--- config.mk ---
export PLATFORM = sky130hd
export DESIGN_NAME = stereo_gain_swap_saturate
export DESIGN_NICKNAME = d
export VERILOG_FILES = /design/src/rtl/sgs_pkg.sv /design/src/rtl/sgs_cfg.sv /design/src/rtl/sgs_pipe_ctrl.sv /design/src/rtl/sgs_scale_sat.sv /design/src/rtl/stereo_gain_swap_saturate.sv
export SDC_FILE = /design/constraint.sdc
export NUM_CORES = 2
export LEC_CHECK = 0
export BUFFER_PORTS_ARGS = -buffer_cell sky130_fd_sc_hd__buf_2
export CORE_ASPECT_RATIO = 2
export CORE_MARGIN = 2
export CORE_UTILIZATION = 60
export DETAILED_ROUTE_END_ITERATION = 7
export PLACE_DENSITY = 0.79
export SETUP_SLACK_MARGIN = 0.4
export SYNTH_ARGS = -nofsm -noshare
export SYNTH_HDL_FRONTEND = slang
export SYNTH_SLANG_ARGS = --single-unit
--- constraint.sdc ---
create_clock -name clk_i -period 7.85 [get_ports clk_i]
set_clock_uncertainty 0.2 [all_clocks]
set_input_delay 0.3925 -clock clk_i [delete_from_list [all_inputs] [get_ports clk_i]]
set_output_delay 0.3925 -clock clk_i [all_outputs]
set_load 0.01 [all_outputs]
--- src/rtl/sgs_pkg.sv ---
// Package: widths, constants, register codes and types of the stereo gain block.
`default_nettype none
package sgs_pkg;

  localparam int GAIN_BITS_DEF = 10;
  localparam int SAMPLE_W      = 16;
  localparam int CFG_IDX_W     = 3;
  localparam int CFG_DATA_W    = 10;
  localparam int ECHO_GAIN_W   = 7;
  localparam int ECHO_MAG_W    = 15;
  localparam int PIPE_DEPTH    = 9;

  localparam int WIDE_MAX   = 32767;
  localparam int NARROW_MAX = 255;
  localparam int PERCENT    = 100;

  localparam int RST_GAIN      = 100;
  localparam int RST_ECHO_GAIN = 50;

  typedef enum logic [CFG_IDX_W-1:0] {
    CFG_WIDE      = 3'd0,
    CFG_STEREO    = 3'd1,
    CFG_SWAP      = 3'd2,
    CFG_GAIN_L    = 3'd3,
    CFG_GAIN_R    = 3'd4,
    CFG_ECHO_EN   = 3'd5,
    CFG_ECHO_GAIN = 3'd6
  } cfg_idx_e;

  typedef struct packed {
    logic                   wide;
    logic                   stereo;
    logic                   swap;
    logic                   echo_en;
    logic [ECHO_GAIN_W-1:0] echo_gain;
  } cfg_t;

  typedef struct packed {
    logic                   wide;
    logic                   echo_en;
    logic [ECHO_GAIN_W-1:0] echo_gain;
  } side_t;

  typedef struct packed {
    logic signed [SAMPLE_W-1:0] a;
    logic signed [SAMPLE_W-1:0] b;
  } pair_t;

endpackage
`default_nettype wire

--- src/rtl/sgs_cfg.sv ---
// Configuration register file of the stereo gain block.
`default_nettype none
module sgs_cfg import sgs_pkg::*; #(
  parameter int GAIN_BITS = GAIN_BITS_DEF
) (
  input  wire logic                  clk_i,
  input  wire logic                  rst_ni,
  input  wire logic                  cfg_valid_i,
  output logic                       cfg_ready_o,
  input  wire logic [CFG_IDX_W-1:0]  cfg_index_i,
  input  wire logic [CFG_DATA_W-1:0] cfg_data_i,
  output cfg_t                       cfg_o,
  output logic [GAIN_BITS-1:0]       gain_left_o,
  output logic [GAIN_BITS-1:0]       gain_right_o
);

  cfg_t                 cfg_q, cfg_d;
  logic [GAIN_BITS-1:0] gain_l_q, gain_l_d;
  logic [GAIN_BITS-1:0] gain_r_q, gain_r_d;
  logic [15:0]          data_ext;
  logic [GAIN_BITS-1:0] gain_wr;

  assign cfg_ready_o = 1'b1;
  assign data_ext    = {{(16-CFG_DATA_W){1'b0}}, cfg_data_i};
  assign gain_wr     = data_ext[GAIN_BITS-1:0];

  always_comb begin
    cfg_d    = cfg_q;
    gain_l_d = gain_l_q;
    gain_r_d = gain_r_q;
    if (cfg_valid_i) begin
      unique case (cfg_idx_e'(cfg_index_i))
        CFG_WIDE:      cfg_d.wide      = cfg_data_i[0];
        CFG_STEREO:    cfg_d.stereo    = cfg_data_i[0];
        CFG_SWAP:      cfg_d.swap      = cfg_data_i[0];
        CFG_GAIN_L:    gain_l_d        = gain_wr;
        CFG_GAIN_R:    gain_r_d        = gain_wr;
        CFG_ECHO_EN:   cfg_d.echo_en   = cfg_data_i[0];
        CFG_ECHO_GAIN: cfg_d.echo_gain = cfg_data_i[ECHO_GAIN_W-1:0];
        default: ;
      endcase
    end
  end

  always_ff @(posedge clk_i or negedge rst_ni) begin
    if (!rst_ni) begin
      cfg_q.wide      <= 1'b1;
      cfg_q.stereo    <= 1'b1;
      cfg_q.swap      <= 1'b0;
      cfg_q.echo_en   <= 1'b0;
      cfg_q.echo_gain <= ECHO_GAIN_W'(RST_ECHO_GAIN);
      gain_l_q        <= GAIN_BITS'(RST_GAIN);
      gain_r_q        <= GAIN_BITS'(RST_GAIN);
    end else begin
      cfg_q    <= cfg_d;
      gain_l_q <= gain_l_d;
      gain_r_q <= gain_r_d;
    end
  end

  assign cfg_o        = cfg_q;
  assign gain_left_o  = gain_l_q;
  assign gain_right_o = gain_r_q;

endmodule
`default_nettype wire

--- src/rtl/sgs_pipe_ctrl.sv ---
// Valid bits and per-stage load enables of the item pipeline.
`default_nettype none
module sgs_pipe_ctrl import sgs_pkg::*; #(
  parameter int DEPTH = PIPE_DEPTH
) (
  input  wire logic    clk_i,
  input  wire logic    rst_ni,
  input  wire logic    in_valid_i,
  output logic         in_ready_o,
  output logic         out_valid_o,
  input  wire logic    out_ready_i,
  output logic [DEPTH-1:0] en_o
);

  logic [DEPTH-1:0] valid_q, valid_d;
  logic [DEPTH-1:0] en;

  // A stage loads when it is empty or its content moves on.
  always_comb begin
    en[DEPTH-1] = !valid_q[DEPTH-1] || out_ready_i;
    for (int k = DEPTH-2; k >= 0; k--) begin
      en[k] = !valid_q[k] || en[k+1];
    end
  end

  always_comb begin
    valid_d = valid_q;
    if (en[0]) valid_d[0] = in_valid_i;
    for (int k = 1; k < DEPTH; k++) begin
      if (en[k]) valid_d[k] = valid_q[k-1];
    end
  end

  always_ff @(posedge clk_i or negedge rst_ni) begin
    if (!rst_ni) begin
      valid_q <= '0;
    end else begin
      valid_q <= valid_d;
    end
  end

  assign en_o        = en;
  assign in_ready_o  = en[0];
  assign out_valid_o = valid_q[DEPTH-1];

endmodule
`default_nettype wire

--- src/rtl/sgs_scale_sat.sv ---
// Four-stage lane: magnitude times percent gain, divide by 100, saturate, sign.
`default_nettype none
module sgs_scale_sat import sgs_pkg::*; #(
  parameter int MAG_W  = SAMPLE_W,
  parameter int GAIN_W = GAIN_BITS_DEF
) (
  input  wire logic                       clk_i,
  input  wire logic [3:0]                 en_i,
  input  wire logic [MAG_W-1:0]           mag_i,
  input  wire logic                       neg_i,
  input  wire logic [GAIN_W-1:0]          gain_i,
  input  wire logic                       wide_i,
  input  wire logic                       keep_i,
  output logic signed [SAMPLE_W-1:0]      val_o
);

  localparam int PW = MAG_W + GAIN_W;
  localparam int RW = PW - 6;
  localparam int CW = (RW > SAMPLE_W) ? RW : SAMPLE_W;
  localparam longint unsigned RECIP_L = (64'd1 << PW) / PERCENT;
  localparam logic [RW-1:0] RECIP = RW'(RECIP_L);

  logic [PW-1:0]          prod_q, prod_d;
  logic                   neg1_q, neg2_q, neg3_q;
  logic [PW-1:0]          num_q;
  logic [PW+RW-1:0]       rp_q, rp_d;
  logic [RW-1:0]          quo_q, quo_d;
  logic [RW-1:0]          q0;
  logic [PW-1:0]          rem;
  logic [CW-1:0]          q_ext, lim, sat;
  logic [SAMPLE_W-1:0]    sat_s;
  logic signed [SAMPLE_W-1:0] val_q, val_d;

  assign prod_d = PW'(mag_i) * PW'(gain_i);
  assign rp_d   = (PW+RW)'(prod_q) * (PW+RW)'(RECIP);

  // Reciprocal estimate is exact or one short; one compare fixes it.
  assign q0    = rp_q[PW+RW-1:PW];
  assign rem   = num_q - PW'(q0) * PW'(PERCENT);
  assign quo_d = (rem >= PW'(PERCENT)) ? RW'(q0 + RW'(1)) : q0;

  always_comb begin
    q_ext = CW'(quo_q);
    lim   = wide_i ? CW'(WIDE_MAX) : CW'(NARROW_MAX);
    sat   = (q_ext > lim) ? lim : q_ext;
    sat_s = sat[SAMPLE_W-1:0];
    if (!keep_i || (neg3_q && !wide_i)) begin
      val_d = '0;
    end else if (neg3_q) begin
      val_d = -$signed(sat_s);
    end else begin
      val_d = $signed(sat_s);
    end
  end

  always_ff @(posedge clk_i) begin
    if (en_i[0]) begin
      prod_q <= prod_d;
      neg1_q <= neg_i;
    end
    if (en_i[1]) begin
      num_q  <= prod_q;
      rp_q   <= rp_d;
      neg2_q <= neg1_q;
    end
    if (en_i[2]) begin
      quo_q  <= quo_d;
      neg3_q <= neg2_q;
    end
    if (en_i[3]) begin
      val_q <= val_d;
    end
  end

  assign val_o = val_q;

endmodule
`default_nettype wire

--- src/rtl/stereo_gain_swap_saturate.sv ---
// Top level of the stereo PCM gain, swap, saturate and echo-copy block.
//
// Channels: cfg (valid/ready, index and data) writes the seven control
// registers; it is always ready and should be used only while the block is
// idle. in (valid/ready) carries one frame per item: left and right sample.
// out (valid/ready) carries one result per frame: both scaled samples, both
// echo copies and echo_valid.
// Pipeline: nine register stages. Throughput: one item per cycle, sustained
// as long as the receiver does not stall the output.
// Front stage reads and swaps samples and picks gains, then two four-stage
// lanes (multiply, reciprocal multiply, correction, saturate) do the main
// scaling, and two more do the echo copy.
// Reset clears all valid bits and loads the register defaults: 16-bit signed,
// stereo, no swap, gains 100, echo off with gain 50.
// When the receiver stalls the last stage holds its result; earlier stages
// keep filling empty slots, so input is refused only once every stage holds
// an item.
`default_nettype none
module stereo_gain_swap_saturate import sgs_pkg::*; #(
  parameter int GAIN_BITS = GAIN_BITS_DEF
) (
  input  wire logic                       clk_i,
  input  wire logic                       rst_ni,
  input  wire logic                       cfg_valid_i,
  output logic                            cfg_ready_o,
  input  wire logic [CFG_IDX_W-1:0]       cfg_index_i,
  input  wire logic [CFG_DATA_W-1:0]      cfg_data_i,
  input  wire logic                       in_valid_i,
  output logic                            in_ready_o,
  input  wire logic signed [SAMPLE_W-1:0] left_sample_i,
  input  wire logic signed [SAMPLE_W-1:0] right_sample_i,
  output logic                            out_valid_o,
  input  wire logic                       out_ready_i,
  output logic signed [SAMPLE_W-1:0]      left_out_o,
  output logic signed [SAMPLE_W-1:0]      right_out_o,
  output logic signed [SAMPLE_W-1:0]      echo_left_o,
  output logic signed [SAMPLE_W-1:0]      echo_right_o,
  output logic                            echo_valid_o
);

  cfg_t                   cfg;
  logic [GAIN_BITS-1:0]   gain_l, gain_r;
  logic [PIPE_DEPTH-1:0]  en;

  sgs_cfg #(.GAIN_BITS(GAIN_BITS)) u_cfg (
    .clk_i        (clk_i),
    .rst_ni       (rst_ni),
    .cfg_valid_i  (cfg_valid_i),
    .cfg_ready_o  (cfg_ready_o),
    .cfg_index_i  (cfg_index_i),
    .cfg_data_i   (cfg_data_i),
    .cfg_o        (cfg),
    .gain_left_o  (gain_l),
    .gain_right_o (gain_r)
  );

  sgs_pipe_ctrl #(.DEPTH(PIPE_DEPTH)) u_ctrl (
    .clk_i       (clk_i),
    .rst_ni      (rst_ni),
    .in_valid_i  (in_valid_i),
    .in_ready_o  (in_ready_o),
    .out_valid_o (out_valid_o),
    .out_ready_i (out_ready_i),
    .en_o        (en)
  );

  // Front stage: sample decode, swap, gain selection.
  logic [SAMPLE_W-1:0]  mag_l, mag_r;
  logic                 neg_l, neg_r;
  logic [GAIN_BITS:0]   gain_sum;
  logic [GAIN_BITS-1:0] gain_avg;
  logic [SAMPLE_W-1:0]  mag_a_q, mag_a_d, mag_b_q, mag_b_d;
  logic                 neg_a_q, neg_a_d, neg_b_q, neg_b_d;
  logic [GAIN_BITS-1:0] gain_a_q, gain_a_d, gain_b_q, gain_b_d;
  side_t                side_q [PIPE_DEPTH];
  side_t                side_d;

  always_comb begin
    if (cfg.wide) begin
      neg_l = left_sample_i[SAMPLE_W-1];
      neg_r = right_sample_i[SAMPLE_W-1];
      mag_l = neg_l ? SAMPLE_W'(-left_sample_i)  : SAMPLE_W'(left_sample_i);
      mag_r = neg_r ? SAMPLE_W'(-right_sample_i) : SAMPLE_W'(right_sample_i);
    end else begin
      neg_l = 1'b0;
      neg_r = 1'b0;
      mag_l = {8'b0, left_sample_i[7:0]};
      mag_r = {8'b0, right_sample_i[7:0]};
    end
  end

  assign gain_sum = {1'b0, gain_l} + {1'b0, gain_r};
  assign gain_avg = gain_sum[GAIN_BITS:1];

  always_comb begin
    mag_a_d  = mag_l;
    neg_a_d  = neg_l;
    mag_b_d  = mag_r;
    neg_b_d  = neg_r;
    gain_a_d = gain_l;
    gain_b_d = gain_r;
    if (!cfg.stereo) begin
      gain_a_d = gain_avg;
      gain_b_d = gain_avg;
    end else if (cfg.swap) begin
      mag_a_d = mag_r;
      neg_a_d = neg_r;
      mag_b_d = mag_l;
      neg_b_d = neg_l;
    end
  end

  assign side_d.wide      = cfg.wide;
  assign side_d.echo_en   = cfg.echo_en;
  assign side_d.echo_gain = cfg.echo_gain;

  always_ff @(posedge clk_i) begin
    if (en[0]) begin
      mag_a_q   <= mag_a_d;
      neg_a_q   <= neg_a_d;
      mag_b_q   <= mag_b_d;
      neg_b_q   <= neg_b_d;
      gain_a_q  <= gain_a_d;
      gain_b_q  <= gain_b_d;
      side_q[0] <= side_d;
    end
    for (int k = 1; k < PIPE_DEPTH; k++) begin
      if (en[k]) side_q[k] <= side_q[k-1];
    end
  end

  // Main lanes, stages 1 to 4.
  logic signed [SAMPLE_W-1:0] main_a, main_b;

  sgs_scale_sat #(.MAG_W(SAMPLE_W), .GAIN_W(GAIN_BITS)) u_main_a (
    .clk_i  (clk_i),
    .en_i   (en[4:1]),
    .mag_i  (mag_a_q),
    .neg_i  (neg_a_q),
    .gain_i (gain_a_q),
    .wide_i (side_q[3].wide),
    .keep_i (1'b1),
    .val_o  (main_a)
  );

  sgs_scale_sat #(.MAG_W(SAMPLE_W), .GAIN_W(GAIN_BITS)) u_main_b (
    .clk_i  (clk_i),
    .en_i   (en[4:1]),
    .mag_i  (mag_b_q),
    .neg_i  (neg_b_q),
    .gain_i (gain_b_q),
    .wide_i (side_q[3].wide),
    .keep_i (1'b1),
    .val_o  (main_b)
  );

  // Echo lanes, stages 5 to 8, fed by the magnitude of the main results.
  logic [ECHO_MAG_W-1:0] emag_a, emag_b;
  logic [SAMPLE_W-1:0]   abs_a, abs_b;
  logic signed [SAMPLE_W-1:0] echo_a, echo_b;

  assign abs_a  = main_a[SAMPLE_W-1] ? SAMPLE_W'(-main_a) : SAMPLE_W'(main_a);
  assign abs_b  = main_b[SAMPLE_W-1] ? SAMPLE_W'(-main_b) : SAMPLE_W'(main_b);
  assign emag_a = abs_a[ECHO_MAG_W-1:0];
  assign emag_b = abs_b[ECHO_MAG_W-1:0];

  sgs_scale_sat #(.MAG_W(ECHO_MAG_W), .GAIN_W(ECHO_GAIN_W)) u_echo_a (
    .clk_i  (clk_i),
    .en_i   (en[8:5]),
    .mag_i  (emag_a),
    .neg_i  (main_a[SAMPLE_W-1]),
    .gain_i (side_q[4].echo_gain),
    .wide_i (side_q[7].wide),
    .keep_i (side_q[7].echo_en),
    .val_o  (echo_a)
  );

  sgs_scale_sat #(.MAG_W(ECHO_MAG_W), .GAIN_W(ECHO_GAIN_W)) u_echo_b (
    .clk_i  (clk_i),
    .en_i   (en[8:5]),
    .mag_i  (emag_b),
    .neg_i  (main_b[SAMPLE_W-1]),
    .gain_i (side_q[4].echo_gain),
    .wide_i (side_q[7].wide),
    .keep_i (side_q[7].echo_en),
    .val_o  (echo_b)
  );

  // Main results ride alongside the echo lanes.
  pair_t main_q [5:8];
  pair_t main_d;

  assign main_d.a = main_a;
  assign main_d.b = main_b;

  always_ff @(posedge clk_i) begin
    if (en[5]) main_q[5] <= main_d;
    for (int k = 6; k <= 8; k++) begin
      if (en[k]) main_q[k] <= main_q[k-1];
    end
  end

  assign left_out_o   = main_q[8].a;
  assign right_out_o  = main_q[8].b;
  assign echo_left_o  = echo_a;
  assign echo_right_o = echo_b;
  assign echo_valid_o = side_q[8].echo_en;

endmodule
`default_nettype wire

# Yosys cells after proc, flatten, opt, wreduce, memory -nomap -nowiden
# Memories as Yosys holds them, arrays and structs flattened.
# Cells that the tools add are included.
# classes
add_sub_neg,17
mul,12
order_cmp,8
n_eq_ne,6
n_mux,50
n_reduce_logical,35
# op_table
op,n
$mux W16,18
$neg A16 Y16,6
$mul A26 B16 Y42 const B,2
$mul A22 B16 Y38 const B,2
$mux W15,4
$ge A26 B7 Y1 const B,2
$mul A16 B10 Y26,2
$sub A26 B26 Y26,2
$mul A20 B5 Y24 const B,2
$ge A22 B7 Y1 const B,2
$mul A15 B7 Y22,2
$sub A22 B22 Y22,2
$add A20 B1 Y20 const B,2
$gt A20 B15 Y1,2
$mul A16 B5 Y20 const B,2
$mux W20,2
$add A16 B1 Y16 const B,2
$neg A15 Y15,2
$mux W1,24
$mux W10,2
$gt A16 B15 Y1,1
$gt A16 B16 Y1,1
$reduce_and A2 Y1,7
$logic_not A1 Y1,12
7 further kinds,23
# word_totals
ff_bits,594
ram_bits,209
output_inout_bits,68
wordCells,184
mem_count,2
# mem_list
name,depth,word_bits,rd,rd_ports_with_merged_regs,write_ports,line,rtl
main_q,4,32,4,0,4,stereo_gain_swap_saturate.sv:190,pair_t main_q [5:8];
side_q,9,9,9,0,9,stereo_gain_swap_saturate.sv:75,side_t side_q [PIPE_DEPTH];

# Longest topological paths before layout
# logic_depth
depth_word,12
ltp_mapped,32
depth_no_buf,30

# Hierarchy
# Synthesis repeated with hierarchy kept, for this count alone.
# unflattened
cells_unflattened,7547
area_unflattened_um2,82376.5
# by_module_without_submodules
module,instances,cells_each,area_each_um2
sgs_scale_sat at u_main_b,1,1963,20126.8
sgs_scale_sat at u_main_a,1,1886,19692.6
sgs_scale_sat at u_echo_b,1,1524,15832.7
sgs_scale_sat at u_echo_a,1,1484,15656.3
stereo_gain_swap_saturate,1,584,9387.8
sgs_cfg,1,73,1282.5
sgs_pipe_ctrl,1,33,397.9

# Worst setup path before layout
# Ideal clock, no wire load.
# synth_path
path_kind,register to register
start,reg u_ctrl.valid_q[8]
end,reg gain_a_q[0] (enable)
arrival_ns,7.483
t_required_ns,6.771
path_slack_ns,-0.711
stages_incl_launch_ff,7
path_buffers,0
period_less_slack_ns,8.561
path_cell_list,dfrtp_1 -> nor2b_1 -> nand3_1 -> nor2_1 -> nand3_1 -> nor2_1 -> nand3_1
# synth_via
elab_chain_len,10
# synth_lines
item,line,rtl
from (decl),sgs_pipe_ctrl.sv:15,"logic [DEPTH-1:0] valid_q, valid_d;"
from (signal assigned),sgs_pipe_ctrl.sv:38,valid_q <= valid_d;
$logic_not A1 Y1,sgs_pipe_ctrl.sv:20,en[DEPTH-1] = !valid_q[DEPTH-1] || out_ready_i;
$logic_or A1 B1 Y1,sgs_pipe_ctrl.sv:20,
$logic_or A1 B1 Y1 (2 in a row),sgs_pipe_ctrl.sv:22,en[k] = !valid_q[k] || en[k+1];
net en[6],stereo_gain_swap_saturate.sv:43,logic [PIPE_DEPTH-1:0] en;
$logic_or A1 B1 Y1 (3 in a row),sgs_pipe_ctrl.sv:22,
net en[3],stereo_gain_swap_saturate.sv:43,
$logic_or A1 B1 Y1 (3 in a row),sgs_pipe_ctrl.sv:22,
net in_ready_o,stereo_gain_swap_saturate.sv:29,"output logic in_ready_o,"
to (signal assigned),stereo_gain_swap_saturate.sv:123,gain_a_q <= gain_a_d;
to (decl),stereo_gain_swap_saturate.sv:74,"logic [GAIN_BITS-1:0] gain_a_q, gain_a_d, gain_b_q, gain_b_d;"
# The timed path passes the listed nets, and every way through them passes these cells.
# A chain may end at the register's enable or synchronous reset.

# Worst setup path after layout
# layout_path
start,reg u_main_b.prod_q[17]
end,reg u_main_b.rp_q[45] (data pin)
# layout_via
elab_chain_len,1
# layout_lines
item,line,rtl
from (decl),sgs_scale_sat.sv:23,"logic [PW-1:0] prod_q, prod_d;"
from (signal assigned),sgs_scale_sat.sv:58,prod_q <= prod_d;
$mul A26 B16 Y42,sgs_scale_sat.sv:35,assign rp_d = (PW+RW)'(prod_q) * (PW+RW)'(RECIP);
net u_main_b.rp_d[45],sgs_scale_sat.sv:26,"logic [PW+RW-1:0] rp_q, rp_d;"
to (signal assigned),sgs_scale_sat.sv:63,rp_q <= rp_d;
to (decl),sgs_scale_sat.sv:26,
# The timed path passes the listed nets, and every way through them passes these cells.

==> summary.md <==
| Metric | Value |
|---|---|
| GRT Overall Usage | 0.294 |
| Number of cells on the worst reg-to-reg path | 21 |
| Adder and majority gate portion of the synthesized area | 0.459 |
| Worst hold stages | 3 |
| Hold path endpoint | mag_a_q[1]$_DFFE_PP_ |
| Clock slew at reported path FFs | roughly 70 ps |
| Routed Wire Length | 200000 microns |
| Final Max Tran Viols | 0 |
| WL per Instance | 20.7 microns |
| Family with the most delay on the worst path | adder cells |
| Htree depth | 3 |
| Vias in the first global route | roughly 63000 |
| Clock tree from TritonCTS | yes |
| Status | complete, no violations |
| CP most frequent cell | fa_1 |
| Post-synthesis sequential element count | 672 |
| Placer Congestion | 1.02 |
| F_max | roughly 140 MHz |
| Required arrival time at the worst endpoint | between 8000 and 9000 ps |
| Final critical path time including I/O delays and setup | around 7300 ps |
| Clock latency at the later pin of the worst-skew pair | about 680 ps |
| Worst stage delay on the critical path | around 700 ps |
| Number of optimization iterations in the first detailed-route pass | 5 |
| Net count, final | 10300 |
| EDFF count, synth | ~630 |
| Post-Syn Area per Cell | 10.7 sq um |
| Width of the chip | 265 microns |
| Cells after Synth | approximately 7600 |
| Synthesized-area fraction occupied by xor and xnor cells | 0.0400 |
| Iteration-0 DRC Markers | 3105 |
| Starting Density | 0.603 |
| Layout fillers | approximately 10000 |
| # setup viols final | 0 |
| Kind of critical path | reg2reg |
| Vias after detailed routing | 56900 |
| Worst hold-check slack | ~34 ps |
| Setup_tns | 0 ps |
| Headroom to the max-slew limit | 0.182 |
| Complex-gate fraction of the synthesized area | 0.0745 |
| Final Cycle Share | 0.931 |
| Total standard cell area after synthesis | 81500 sq um |
| Arrival time at the worst endpoint | between 7000 and 8000 ps |
| Post-route DRC | 0 |
| Share of final-layout standard cells stronger than drive strength 1 | 0.0710 |
| Basic-gate share of the synthesized area counting and, or, nand and nor cells | 0.0973 |
| Num rows | around 190 |
| Die Span Y | between 500 and 600 microns |
| Transition at the pin with the smallest max-transition slack | between 1000 and 1500 ps |
| Die area | ~140000 sq um |
| Port buffer count | approximately 120 |
| Fraction of synthesized area in multiplexers | 0.0109 |
| Initial antenna violation count | 2 |
| Clock Tree Root | clkbuf_16 |
| Global-route wire length before repair | roughly 320000 microns |
| Synthesized netlist net count | roughly 10000 |
| Bufs on Longest Clock Path | 3 |
| Final hold viol count | 0 |
| Number of buffers inserted during clock tree synthesis | between 60 and 70 |
| Post-detailed-route count of antenna-violating nets | 0 |
| RSZ-0062 raised after global routing | false |
| Prevailing post-synth register cell | edfxtp_1 |
| Total I/O pin count | between 100 and 150 |
| Launching point of the worst reg2reg path | u_main_b.prod_q[17]$_DFFE_PP_ |
| Class of the worst hold path | in2reg |
| Buffers plus inverters on the worst setup path | 2 |
| Seq/Total Area, Yosys | 0.245 |
| Critical-path cell list | ha_1 -> fa_1 -> fa_1 -> inv_1 -> fa_1 -> fa_1 -> fa_2 -> inv_1 -> ha_1 -> a21o_1 -> a21oi_1 -> o21ai_0 -> a311oi_1 -> nor2_1 -> o41a_1 -> o41a_1 -> a21oi_2 -> o211a_1 -> a21oi_1 -> a21oi_1 -> xnor2_1 |
| Master of the slowest instance on the critical path | edfxtp_1 |
| R2R Setup Slk | approximately 540 ps |
| Growth of design area from synthesis to finish | 8.33% |
| Critical R2R Capture | u_main_b.rp_q[45]$_DFFE_PP_ |
| Overflow left after global routing | 0 |
| Commonest non-fill, non-tap cell in the layout | inv_1 |
| Post-synthesis async set-or-reset flop share | 0.0595 |
| Combinational family with the most area after synthesis | adder cells |
| Syn. warnings | 0 |
| Endpoint class of the critical path | register |
| Kind of start point of the critical path | register |
| Average vias per placed instance | 5.89 |
| Largest net degree at the start of global routing | a little under 60 |
| Worst hold start | right_sample_i[1] |
| Most used cells in the layout excluding fill and tap cells | inv_1, ha_1, fa_1, edfxtp_1, nand2_1 |
| Max Cap Viol | 0 |
| Half-perimeter wire length of the detailed placement result | between 150000 and 200000 microns |
| Floorplan Core Area | about 140000 sq um |
| Synth cell types | slightly above 90 |
| Largest fanout on the critical path | 9 |
| Number of clock sinks seen by CTS | between 600 and 700 |
==> metal layers <==
metal	routed length, microns	global-route usage	up-vias	part of all wire
met5	0	0	-	0
met4	20000	0.249	0	0.10
met3	7140	0.0320	932	0.036
met2	111000	0.570	1818	0.56
met1	61600	0.268	28300	0.31
li1	-	-	25800	-
==> worst max path at each step <==
| stage | from | endpoint | slack (ps) | cells after the start |
|---|---|---|---|---|
| 3_5_place_dp | u_main_b.prod_q[9]$_DFFE_PP_ | u_main_b.rp_q[45]$_DFFE_PP_ | 260 | 22 |
| 2_1_floorplan | u_ctrl.valid_q[8]$_DFFE_PN0P_ | gain_a_q[0]$_DFFE_PP_ | 590 | 6 |
| 3_3_place_gp | u_main_b.prod_q[9]$_DFFE_PP_ | u_main_b.rp_q[45]$_DFFE_PP_ | 370 | 22 |
| 4_1_cts | u_main_b.prod_q[9]$_DFFE_PP_ | u_main_b.rp_q[45]$_DFFE_PP_ | 430 | 22 |
| 6_report | u_main_b.prod_q[17]$_DFFE_PP_ | u_main_b.rp_q[45]$_DFFE_PP_ | 540 | 21 |
| 5_1_grt | u_main_b.prod_q[13]$_DFFE_PP_ | u_main_b.rp_q[45]$_DFFE_PP_ | 330 | 22 |
==> flip-flops by register name, indices dropped and copies added, names as in the netlist, 20 cells and up <==
signal and count:
u_main_b.prod_q 26, u_main_b.num_q 24, u_main_a.q_ext 20, u_echo_b.prod_q 22
u_main_b.rp_q 20, side_q 52, u_echo_a.prod_q 22, u_main_a.prod_q 26
u_main_a.rp_q 20, u_echo_a.num_q 20, u_echo_b.num_q 20, main_q 128
u_main_b.q_ext 20, u_main_a.num_q 24
==> timing repair <==
action,4_1_cts,5_1_grt
gates cloned,0,2
setup endpoints to repair,34,84
gates resized for setup,5,50
hold endpoints to repair,65,0
pin swaps,1,19
hold buffers,20,0
buffers inserted,1,137
==> metrics by stage <==
stage | cells | instance area [sq um] | worst slack [ps] | util
final | 9670 | 88300 | 543 | 0.654
after global routing | 9669 | 88300 | 330 | 0.654
after CTS | 9528 | 86900 | 426 | 0.643
after detailed placement | 9381 | 84200 | 257 | 0.623
after global placement | 9381 | 84200 | 371 | 0.623
after floorplan | 7598 | 81500 | 587 | -
==> Yosys cell counts (27+ instances only) <==
cell type | number | area, sq um
ha_1 | 1299 | 16300
a21oi_1 | 221 | 1110
inv_1 | 1446 | 5430
nand2b_1 | 71 | 444
clkbuf_1 | 113 | 424
nand3_1 | 105 | 526
edfxtp_1 | 632 | 19000
mux2_2 | 39 | 439
o21bai_1 | 32 | 240
fa_1 | 1057 | 21200
o21a_1 | 58 | 435
a21o_1 | 114 | 856
a31oi_1 | 34 | 213
nor3_1 | 93 | 465
nand2_1 | 568 | 2130
or3_1 | 32 | 200
xnor2_1 | 263 | 2300
nor4_1 | 27 | 169
dfrtp_1 | 29 | 726
nor2b_1 | 50 | 313
a211oi_1 | 27 | 203
o21ai_0 | 207 | 1040
mux2i_1 | 44 | 440
and2_1 | 224 | 1400
nand4_1 | 47 | 294
xor2_1 | 109 | 955
nor2_1 | 268 | 1010
and3_1 | 35 | 219
==> layout make-up <==
cell class                      count  area [sq um]  share of cell area
Clock buffer                       78          1770              0.0201
Timing Repair Buffer              329          2370              0.0269
Clock inverter                     48           694             0.00787
Tap cell                         1737          2170              0.0246
Sequential cell                   672         20000               0.227
Inverter                         1449          5440              0.0617
Antenna cell                        3          7.51           0.0000851
Multi-Input combinational cell   5354         55800               0.632
==> worst register-to-register path: stages (launching register included) <==
cell and delay (ps):
edfxtp_1 710, ha_1 380, fa_1 470, fa_1 520
inv_1 70, fa_1 470, fa_1 570, fa_2 550
inv_1 40, ha_1 310, a21o_1 240, a21oi_1 170
o21ai_0 110, a311oi_1 280, nor2_1 220, o41a_1 480
o41a_1 400, a21oi_2 250, o211a_1 230, a21oi_1 100
a21oi_1 200, xnor2_1 90
==> kinds of logic after synthesis <==
family          after synthesis
flops                       672
buf+inv                    1572
fa+ha+maj                  2356
other cells                   1
mux                          84
compound gates              928
xor+xnor                    372
simple gates               1613
Power is not shown: default switching activity piles up to over one toggle a cycle in this logic, so the estimate is an artifact.
